$ cat src/rtl/core/imufd_pkg.sv
// imufd_pkg: shared constants and types for the IMU frame decoder.
// No dependencies; imported by every module under rtl/core.
package imufd_pkg;

  localparam int FRAME_LENGTH = 11;
  localparam int POS_W        = $clog2(FRAME_LENGTH);
  localparam int STORE_DEPTH  = 10;
  localparam int STORE_IDX_W  = $clog2(STORE_DEPTH);

  localparam logic [POS_W-1:0] LAST_POS = POS_W'(FRAME_LENGTH - 1);

  localparam logic [7:0] HEADER_BYTE = 8'h55;
  localparam logic [7:0] TYPE_ACCEL  = 8'h51;
  localparam logic [7:0] TYPE_RATE   = 8'h52;

  localparam logic KIND_ACCEL = 1'b0;
  localparam logic KIND_RATE  = 1'b1;

  localparam int GAIN_W   = 24;
  localparam int RAW_W    = 16;
  localparam int SCALED_W = 40;

  localparam logic CFG_ACCEL_GAIN = 1'b0;
  localparam logic CFG_RATE_GAIN  = 1'b1;

  // Decoded-frame queue between front and back
  localparam int QDEPTH = 2;
  localparam int QPTR_W = $clog2(QDEPTH);
  localparam int QCNT_W = $clog2(QDEPTH + 1);

  typedef struct packed {
    logic                    kind;
    logic signed [RAW_W-1:0] raw_x;
    logic signed [RAW_W-1:0] raw_y;
    logic signed [RAW_W-1:0] raw_z;
  } frame_rec_t;

  typedef struct packed {
    logic full;
    logic empty;
  } q_status_t;

endpackage

$ cat src/rtl/core/imufd_front.sv
// imufd_front: byte collector and frame classifier.
// Depends on imufd_pkg; pushes decoded frames into imufd_queue.
module imufd_front import imufd_pkg::*; (
  input  logic       clk,
  input  logic       rst,
  input  logic       byte_valid,
  input  logic [7:0] rx_byte,
  output logic       rec_push,
  output frame_rec_t rec
);

  logic [POS_W-1:0] pos;
  logic [POS_W-1:0] pos_next;
  logic [7:0]       frame_bytes [STORE_DEPTH];
  logic             bad_header;
  logic             is_last;
  logic [7:0]       type_byte;

  assign bad_header = (pos == '0) && (rx_byte != HEADER_BYTE);
  assign is_last    = (pos == LAST_POS);
  // Type and axis bytes are all stored before the final byte arrives
  assign type_byte  = frame_bytes[1];

  always_comb begin
    pos_next = pos;
    if (byte_valid) begin
      if (bad_header || is_last) begin
        pos_next = '0;
      end else begin
        pos_next = pos + POS_W'(1);
      end
    end
  end

  always_ff @(posedge clk) begin
    if (rst) begin
      pos <= '0;
    end else begin
      pos <= pos_next;
    end
  end

  always_ff @(posedge clk) begin
    if (byte_valid && !bad_header && (32'(pos) < STORE_DEPTH)) begin
      frame_bytes[pos[STORE_IDX_W-1:0]] <= rx_byte;
    end
  end

  assign rec_push = byte_valid && is_last &&
                    ((type_byte == TYPE_ACCEL) || (type_byte == TYPE_RATE));

  assign rec.kind  = (type_byte == TYPE_RATE) ? KIND_RATE : KIND_ACCEL;
  assign rec.raw_x = {frame_bytes[3], frame_bytes[2]};
  assign rec.raw_y = {frame_bytes[5], frame_bytes[4]};
  assign rec.raw_z = {frame_bytes[7], frame_bytes[6]};

endmodule

$ cat src/rtl/core/imufd_queue.sv
// imufd_queue: short register queue of decoded frames.
// Depends on imufd_pkg; sits between imufd_front and imufd_back.
module imufd_queue import imufd_pkg::*; (
  input  logic       clk,
  input  logic       rst,
  input  logic       push,
  input  frame_rec_t wr_rec,
  input  logic       pop,
  output frame_rec_t rd_rec,
  output q_status_t  status
);

  frame_rec_t        entries [QDEPTH];
  logic [QPTR_W-1:0] wr_ptr;
  logic [QPTR_W-1:0] rd_ptr;
  logic [QCNT_W-1:0] count;
  logic              do_push;
  logic              do_pop;

  assign status.full  = (count == QCNT_W'(QDEPTH));
  assign status.empty = (count == '0);
  assign do_push = push && !status.full;
  assign do_pop  = pop && !status.empty;
  assign rd_rec  = entries[rd_ptr];

  function automatic logic [QPTR_W-1:0] ptr_inc(input logic [QPTR_W-1:0] p);
    ptr_inc = (p == QPTR_W'(QDEPTH - 1)) ? '0 : p + QPTR_W'(1);
  endfunction

  always_ff @(posedge clk) begin
    if (rst) begin
      wr_ptr <= '0;
      rd_ptr <= '0;
      count  <= '0;
    end else begin
      if (do_push) begin
        wr_ptr <= ptr_inc(wr_ptr);
      end
      if (do_pop) begin
        rd_ptr <= ptr_inc(rd_ptr);
      end
      if (do_push && !do_pop) begin
        count <= count + QCNT_W'(1);
      end else if (do_pop && !do_push) begin
        count <= count - QCNT_W'(1);
      end
    end
  end

  always_ff @(posedge clk) begin
    if (do_push) begin
      entries[wr_ptr] <= wr_rec;
    end
  end

endmodule

$ cat src/rtl/core/imufd_back.sv
// imufd_back: gain registers, axis scaling multipliers and result register.
// Depends on imufd_pkg; drains imufd_queue.
module imufd_back import imufd_pkg::*; (
  input  logic                       clk,
  input  logic                       rst,
  input  logic                       cfg_we,
  input  logic                       cfg_index,
  input  logic [GAIN_W-1:0]          cfg_data,
  input  frame_rec_t                 q_rec,
  input  q_status_t                  q_status,
  output logic                       q_pop,
  output logic                       empty,
  input  logic                       pop,
  output logic                       frame_kind,
  output logic signed [RAW_W-1:0]    raw_x,
  output logic signed [RAW_W-1:0]    raw_y,
  output logic signed [RAW_W-1:0]    raw_z,
  output logic signed [SCALED_W-1:0] scaled_x,
  output logic signed [SCALED_W-1:0] scaled_y,
  output logic signed [SCALED_W-1:0] scaled_z
);

  logic [GAIN_W-1:0] accel_gain;
  logic [GAIN_W-1:0] rate_gain;
  logic [GAIN_W-1:0] gain;
  logic              out_valid;
  logic              load;

  // 16 x 25 signed product, exact in 40 bits
  function automatic logic [SCALED_W-1:0] scale(input logic signed [RAW_W-1:0] raw,
                                                input logic [GAIN_W-1:0] g);
    logic signed [SCALED_W:0] prod;
    prod  = $signed(raw) * $signed({1'b0, g});
    scale = prod[SCALED_W-1:0];
  endfunction

  always_ff @(posedge clk) begin
    if (rst) begin
      accel_gain <= GAIN_W'(8192);
      rate_gain  <= GAIN_W'(8192);
    end else if (cfg_we) begin
      case (cfg_index)
        CFG_ACCEL_GAIN: accel_gain <= cfg_data;
        CFG_RATE_GAIN:  rate_gain  <= cfg_data;
        default: ;
      endcase
    end
  end

  assign gain  = (q_rec.kind == KIND_RATE) ? rate_gain : accel_gain;
  assign empty = !out_valid;
  // Result register refills in the cycle it is taken
  assign load  = !q_status.empty && (!out_valid || pop);
  assign q_pop = load;

  always_ff @(posedge clk) begin
    if (rst) begin
      out_valid <= 1'b0;
    end else if (load) begin
      out_valid <= 1'b1;
    end else if (pop) begin
      out_valid <= 1'b0;
    end
  end

  always_ff @(posedge clk) begin
    if (load) begin
      frame_kind <= q_rec.kind;
      raw_x      <= q_rec.raw_x;
      raw_y      <= q_rec.raw_y;
      raw_z      <= q_rec.raw_z;
      scaled_x   <= scale(q_rec.raw_x, gain);
      scaled_y   <= scale(q_rec.raw_y, gain);
      scaled_z   <= scale(q_rec.raw_z, gain);
    end
  end

endmodule

$ cat src/rtl/core/imu_frame_decoder.sv
// imu_frame_decoder: top level of the 11-byte IMU frame decoder.
// Depends on imufd_pkg, imufd_front, imufd_queue and imufd_back.
//
//  channel  | handshake          | word
//  ---------+--------------------+-----------------------------------------
//  input    | push / full        | rx_byte (one UART byte)
//  result   | empty / pop        | frame_kind, raw_x/y/z, scaled_x/y/z
//  config   | cfg_we (no wait)   | cfg_index (0 accel_gain, 1 rate_gain),
//           |                    | cfg_data (24-bit Q0.24 gain)
//
// One byte is taken per cycle while full is low. A decoded frame goes from
// the front into a two-word queue the cycle its last byte arrives; the back
// lands it, multiplied, in the result register when that is empty or popped.
// The three axis multipliers feed the result register directly, so a result
// can leave every cycle while the queue is not empty. full follows the queue
// only, so bytes keep flowing while a result waits; once the queue fills,
// full holds off further bytes. rst (synchronous) clears the byte position,
// queue and result valid and sets both gains to 8192.
module imu_frame_decoder import imufd_pkg::*; (
  input  logic                       clk,
  input  logic                       rst,
  input  logic                       push,
  output logic                       full,
  input  logic [7:0]                 rx_byte,
  output logic                       empty,
  input  logic                       pop,
  output logic                       frame_kind,
  output logic signed [RAW_W-1:0]    raw_x,
  output logic signed [RAW_W-1:0]    raw_y,
  output logic signed [RAW_W-1:0]    raw_z,
  output logic signed [SCALED_W-1:0] scaled_x,
  output logic signed [SCALED_W-1:0] scaled_y,
  output logic signed [SCALED_W-1:0] scaled_z,
  input  logic                       cfg_we,
  input  logic                       cfg_index,
  input  logic [GAIN_W-1:0]          cfg_data
);

  frame_rec_t front_rec;
  frame_rec_t q_rec;
  q_status_t  q_status;
  logic       rec_push;
  logic       q_pop;
  logic       byte_valid;

  // Word accepted at the edge where push is high and full is low
  assign full       = q_status.full;
  assign byte_valid = push && !full;

  imufd_front u_front (
    .clk        (clk),
    .rst        (rst),
    .byte_valid (byte_valid),
    .rx_byte    (rx_byte),
    .rec_push   (rec_push),
    .rec        (front_rec)
  );

  imufd_queue u_queue (
    .clk    (clk),
    .rst    (rst),
    .push   (rec_push),
    .wr_rec (front_rec),
    .pop    (q_pop),
    .rd_rec (q_rec),
    .status (q_status)
  );

  imufd_back u_back (
    .clk        (clk),
    .rst        (rst),
    .cfg_we     (cfg_we),
    .cfg_index  (cfg_index),
    .cfg_data   (cfg_data),
    .q_rec      (q_rec),
    .q_status   (q_status),
    .q_pop      (q_pop),
    .empty      (empty),
    .pop        (pop),
    .frame_kind (frame_kind),
    .raw_x      (raw_x),
    .raw_y      (raw_y),
    .raw_z      (raw_z),
    .scaled_x   (scaled_x),
    .scaled_y   (scaled_y),
    .scaled_z   (scaled_z)
  );

endmodule

$ cat config.mk
export PLATFORM = sky130hd
export DESIGN_NAME = imu_frame_decoder
export DESIGN_NICKNAME = d
export VERILOG_FILES = /design/src/rtl/core/imufd_pkg.sv /design/src/rtl/core/imufd_front.sv /design/src/rtl/core/imufd_queue.sv /design/src/rtl/core/imufd_back.sv /design/src/rtl/core/imu_frame_decoder.sv
export SDC_FILE = /design/constraint.sdc
export NUM_CORES = 2
export LEC_CHECK = 0
export BUFFER_PORTS_ARGS = -buffer_cell sky130_fd_sc_hd__buf_4
export CAP_MARGIN = 5
export CORE_MARGIN = 2
export CORE_UTILIZATION = 65
export DETAILED_ROUTE_END_ITERATION = 10
export GPL_TIMING_DRIVEN = 0
export PLACE_DENSITY = 0.83
export SETUP_SLACK_MARGIN = 0.1
export SLEW_MARGIN = 30
export SYNTH_ARGS = -nofsm -noshare
export SYNTH_HDL_FRONTEND = slang
export SYNTH_SLANG_ARGS = --single-unit
$ cat constraint.sdc
create_clock -name clk -period 8.2 [get_ports clk]
set_input_delay 0.82 -clock clk [delete_from_list [all_inputs] [get_ports clk]]
set_output_delay 0.82 -clock clk [all_outputs]
set_load 0.005 [all_outputs]
==> metrics <==
Synth Register Bits between 300 and 400; Synth Instances 5287; commonest non-fill, non-tap cell in the layout inv_1; relative slew slack 0.174; CP required between 8 and 9 ns; WL/cell about 25 um; area grow syn2layout 13.8%; Die Wd around 280 um; CP dominant cell by count fa_1; Hold Buf Count CTS 0; total CTS buffers 43; die area roughly 80000 sq um; clk root buf clkbuf_16; initial cell density of the core 0.654; DRT Pass-1 Iters 10; vias 40602; status completed; TritonCTS sink count around 380; CTS tree done; EDFF count, synth around 320; Clock transition at path regs approximately 0.070 ns; Crit path arrival time roughly 8.5 ns; Die H between 200 and 300 um; core area just under 80000 sq um; final worst-path cycle share 0.987; Slew @ Worst Pin roughly 1.2 ns; Worst Hold Class reg -> reg; initial drt markers approximately 5000; largest net degree at the start of global routing 88; CP startpoint kind flip-flop; max-slew violations 0; mapped cell area 50400 sq um; RePlAce Congestion 0.995; reg-to-reg setup timing slack 0.11 ns; CP max stage cell fa_1; Syn Area/Cell around 9.5 sq um; synth warn 0; half-perimeter wire length after detailed placement roughly 120 mm; critical path type reg -> reg; vias in the first global route ~41000; main flop type after synthesis edfxtp_1; RSZ-0062 raised after global routing true; FMAX approximately 120 MHz; final WL around 170 mm; Buffers on Ports about 210; post-route ant nets 0; Post-synth ARST share 0; skew final 0.0463 ns; setup tns final 0 ns; DRC viols 0; most frequent cells in the layout 1217 x inv_1, 918 x fa_1, 777 x nand2_1; CTS H-tree depth 2; Fin. Hold Viols 0; antenna violations before repair 3; I/O pin count 209; DR vias/cell a little over 6; CP Capture Type flip-flop; global-route wire length before repair between 200 and 250 mm; Total GRT Usage 0.424; dpl cells approximately 6500; # rows about 100; Longest Clk Path Bufs 3; # fillers ~5400; max_cap viols 0; worst-path maximum fanout 10; Place WS -1.71 ns; share of cells above drive strength 1 0.124; Non-Filler Instances about 6700; Yosys cell types 73; Nets about 7000; syn_nets roughly 6600; max incr delay on CP 0.57 ns; min setup slack post-route roughly 0.11 ns; GR Overflow Total 0; sequential fraction of the synthesis area 0.215; later-pin clock latency in the skew report about 0.64 ns; Final setup viols 0; fin crit period between 8 and 9 ns
[critical path: cells and delay by family (launching register included)]
kind | cells | cell delay, ns
flops | 1 | 0.32
mux | 2 | 0.51
compound gates | 7 | 1.60
simple gates | 2 | 0.33
fa+ha+maj | 7 | 3.39
xor+xnor | 1 | 0.15
buf+inv | 10 | 1.50
[per-layer routing]
layer,global-route usage,vias to the layer above,part of all wire
li1,-,16687,-
met4,0.305,10,0.095
met2,0.610,3219,0.41
met3,0.170,889,0.16
met1,0.519,19797,0.33
met5,0.00122,-,0.00070
[final timing paths]
| kind | start | to | cells after the start |
|---|---|---|---|
| min reg2reg | u_front.frame_bytes[4][3] | u_queue.entries[1][19] | 0 |
| max | flip-flop | u_back.scaled_z[27] | 29 |
| min | u_front.frame_bytes[4][3] | u_queue.entries[1][19] | 0 |
| max reg2reg | flip-flop | u_back.scaled_z[27] | 29 |
[synthesized netlist by cell type (all sizes together), types with 53 or more instances]
cell / number / area [sq um]
o21ai: 57 / 289
dfxtp: 58 / 1160
edfxtp: 323 / 9700
xnor2: 85 / 744
mux2i: 65 / 651
nand2: 777 / 2920
ha: 404 / 5050
inv: 1220 / 4580
a21o: 53 / 400
fa: 918 / 18400
nor2: 580 / 2180
a21oi: 175 / 880
clkbuf: 200 / 761
[registers in the layout (all words and copies together), names as in the netlist, named ones only]
signal / flops
u_back.scaled_x: 40
u_queue.entries: 98
u_back.accel_gain: 24
u_front.frame_bytes: 56
u_front.pos: 4
u_back.raw_z: 16
u_queue.wr_ptr: 1
u_back.frame_kind: 1
u_back.scaled_z: 40
u_back.out_valid: 1
u_back.scaled_y: 40
u_back.raw_x: 16
u_queue.rd_ptr: 1
u_back.rate_gain: 24
u_back.raw_y: 16
u_queue.count: 2
[area by class of cell]
type	instances	area [sq um]	area share
clock inverters	32	293	0.00511
plain buffers	227	1500	0.0262
inverters	1238	4690	0.0818
diodes	2	5.00	0.0000873
repair buffers	304	2670	0.0465
multi-input cells	3437	34900	0.609
clock buffers	48	1090	0.0191
well taps	1040	1300	0.0227
flip-flops and latches	381	10900	0.189
[cell families after synthesis]
group / after synthesis / share of synthesized area
simple gates: 1497 / 0.118
fa+ha+maj: 1322 / 0.465
mux: 98 / 0.0203
xor+xnor: 119 / 0.0207
compound gates: 401 / 0.0494
flops: 381 / 0.215
buf+inv: 1469 / 0.111
[stage by stage]
step | area [sq um] | hold slack, ns | utilization
after global routing | 57300 | 0.455 | 0.744
after global placement | 53300 | 0.422 | 0.691
after detailed placement | 53700 | 0.430 | 0.697
final | 57400 | 0.447 | 0.744
after floorplan | 50400 | 0.421 | -
after CTS | 56400 | 0.441 | 0.732
[timing repair]
action / CTS / global route
gates resized for setup: 272 / 214
buffers inserted: 37 / 49
pin swaps: 4 / 7
setup endpoints to repair: 81 / 49
Power is not shown: default switching activity piles up to over one toggle a cycle in this logic, so the estimate is an artifact.
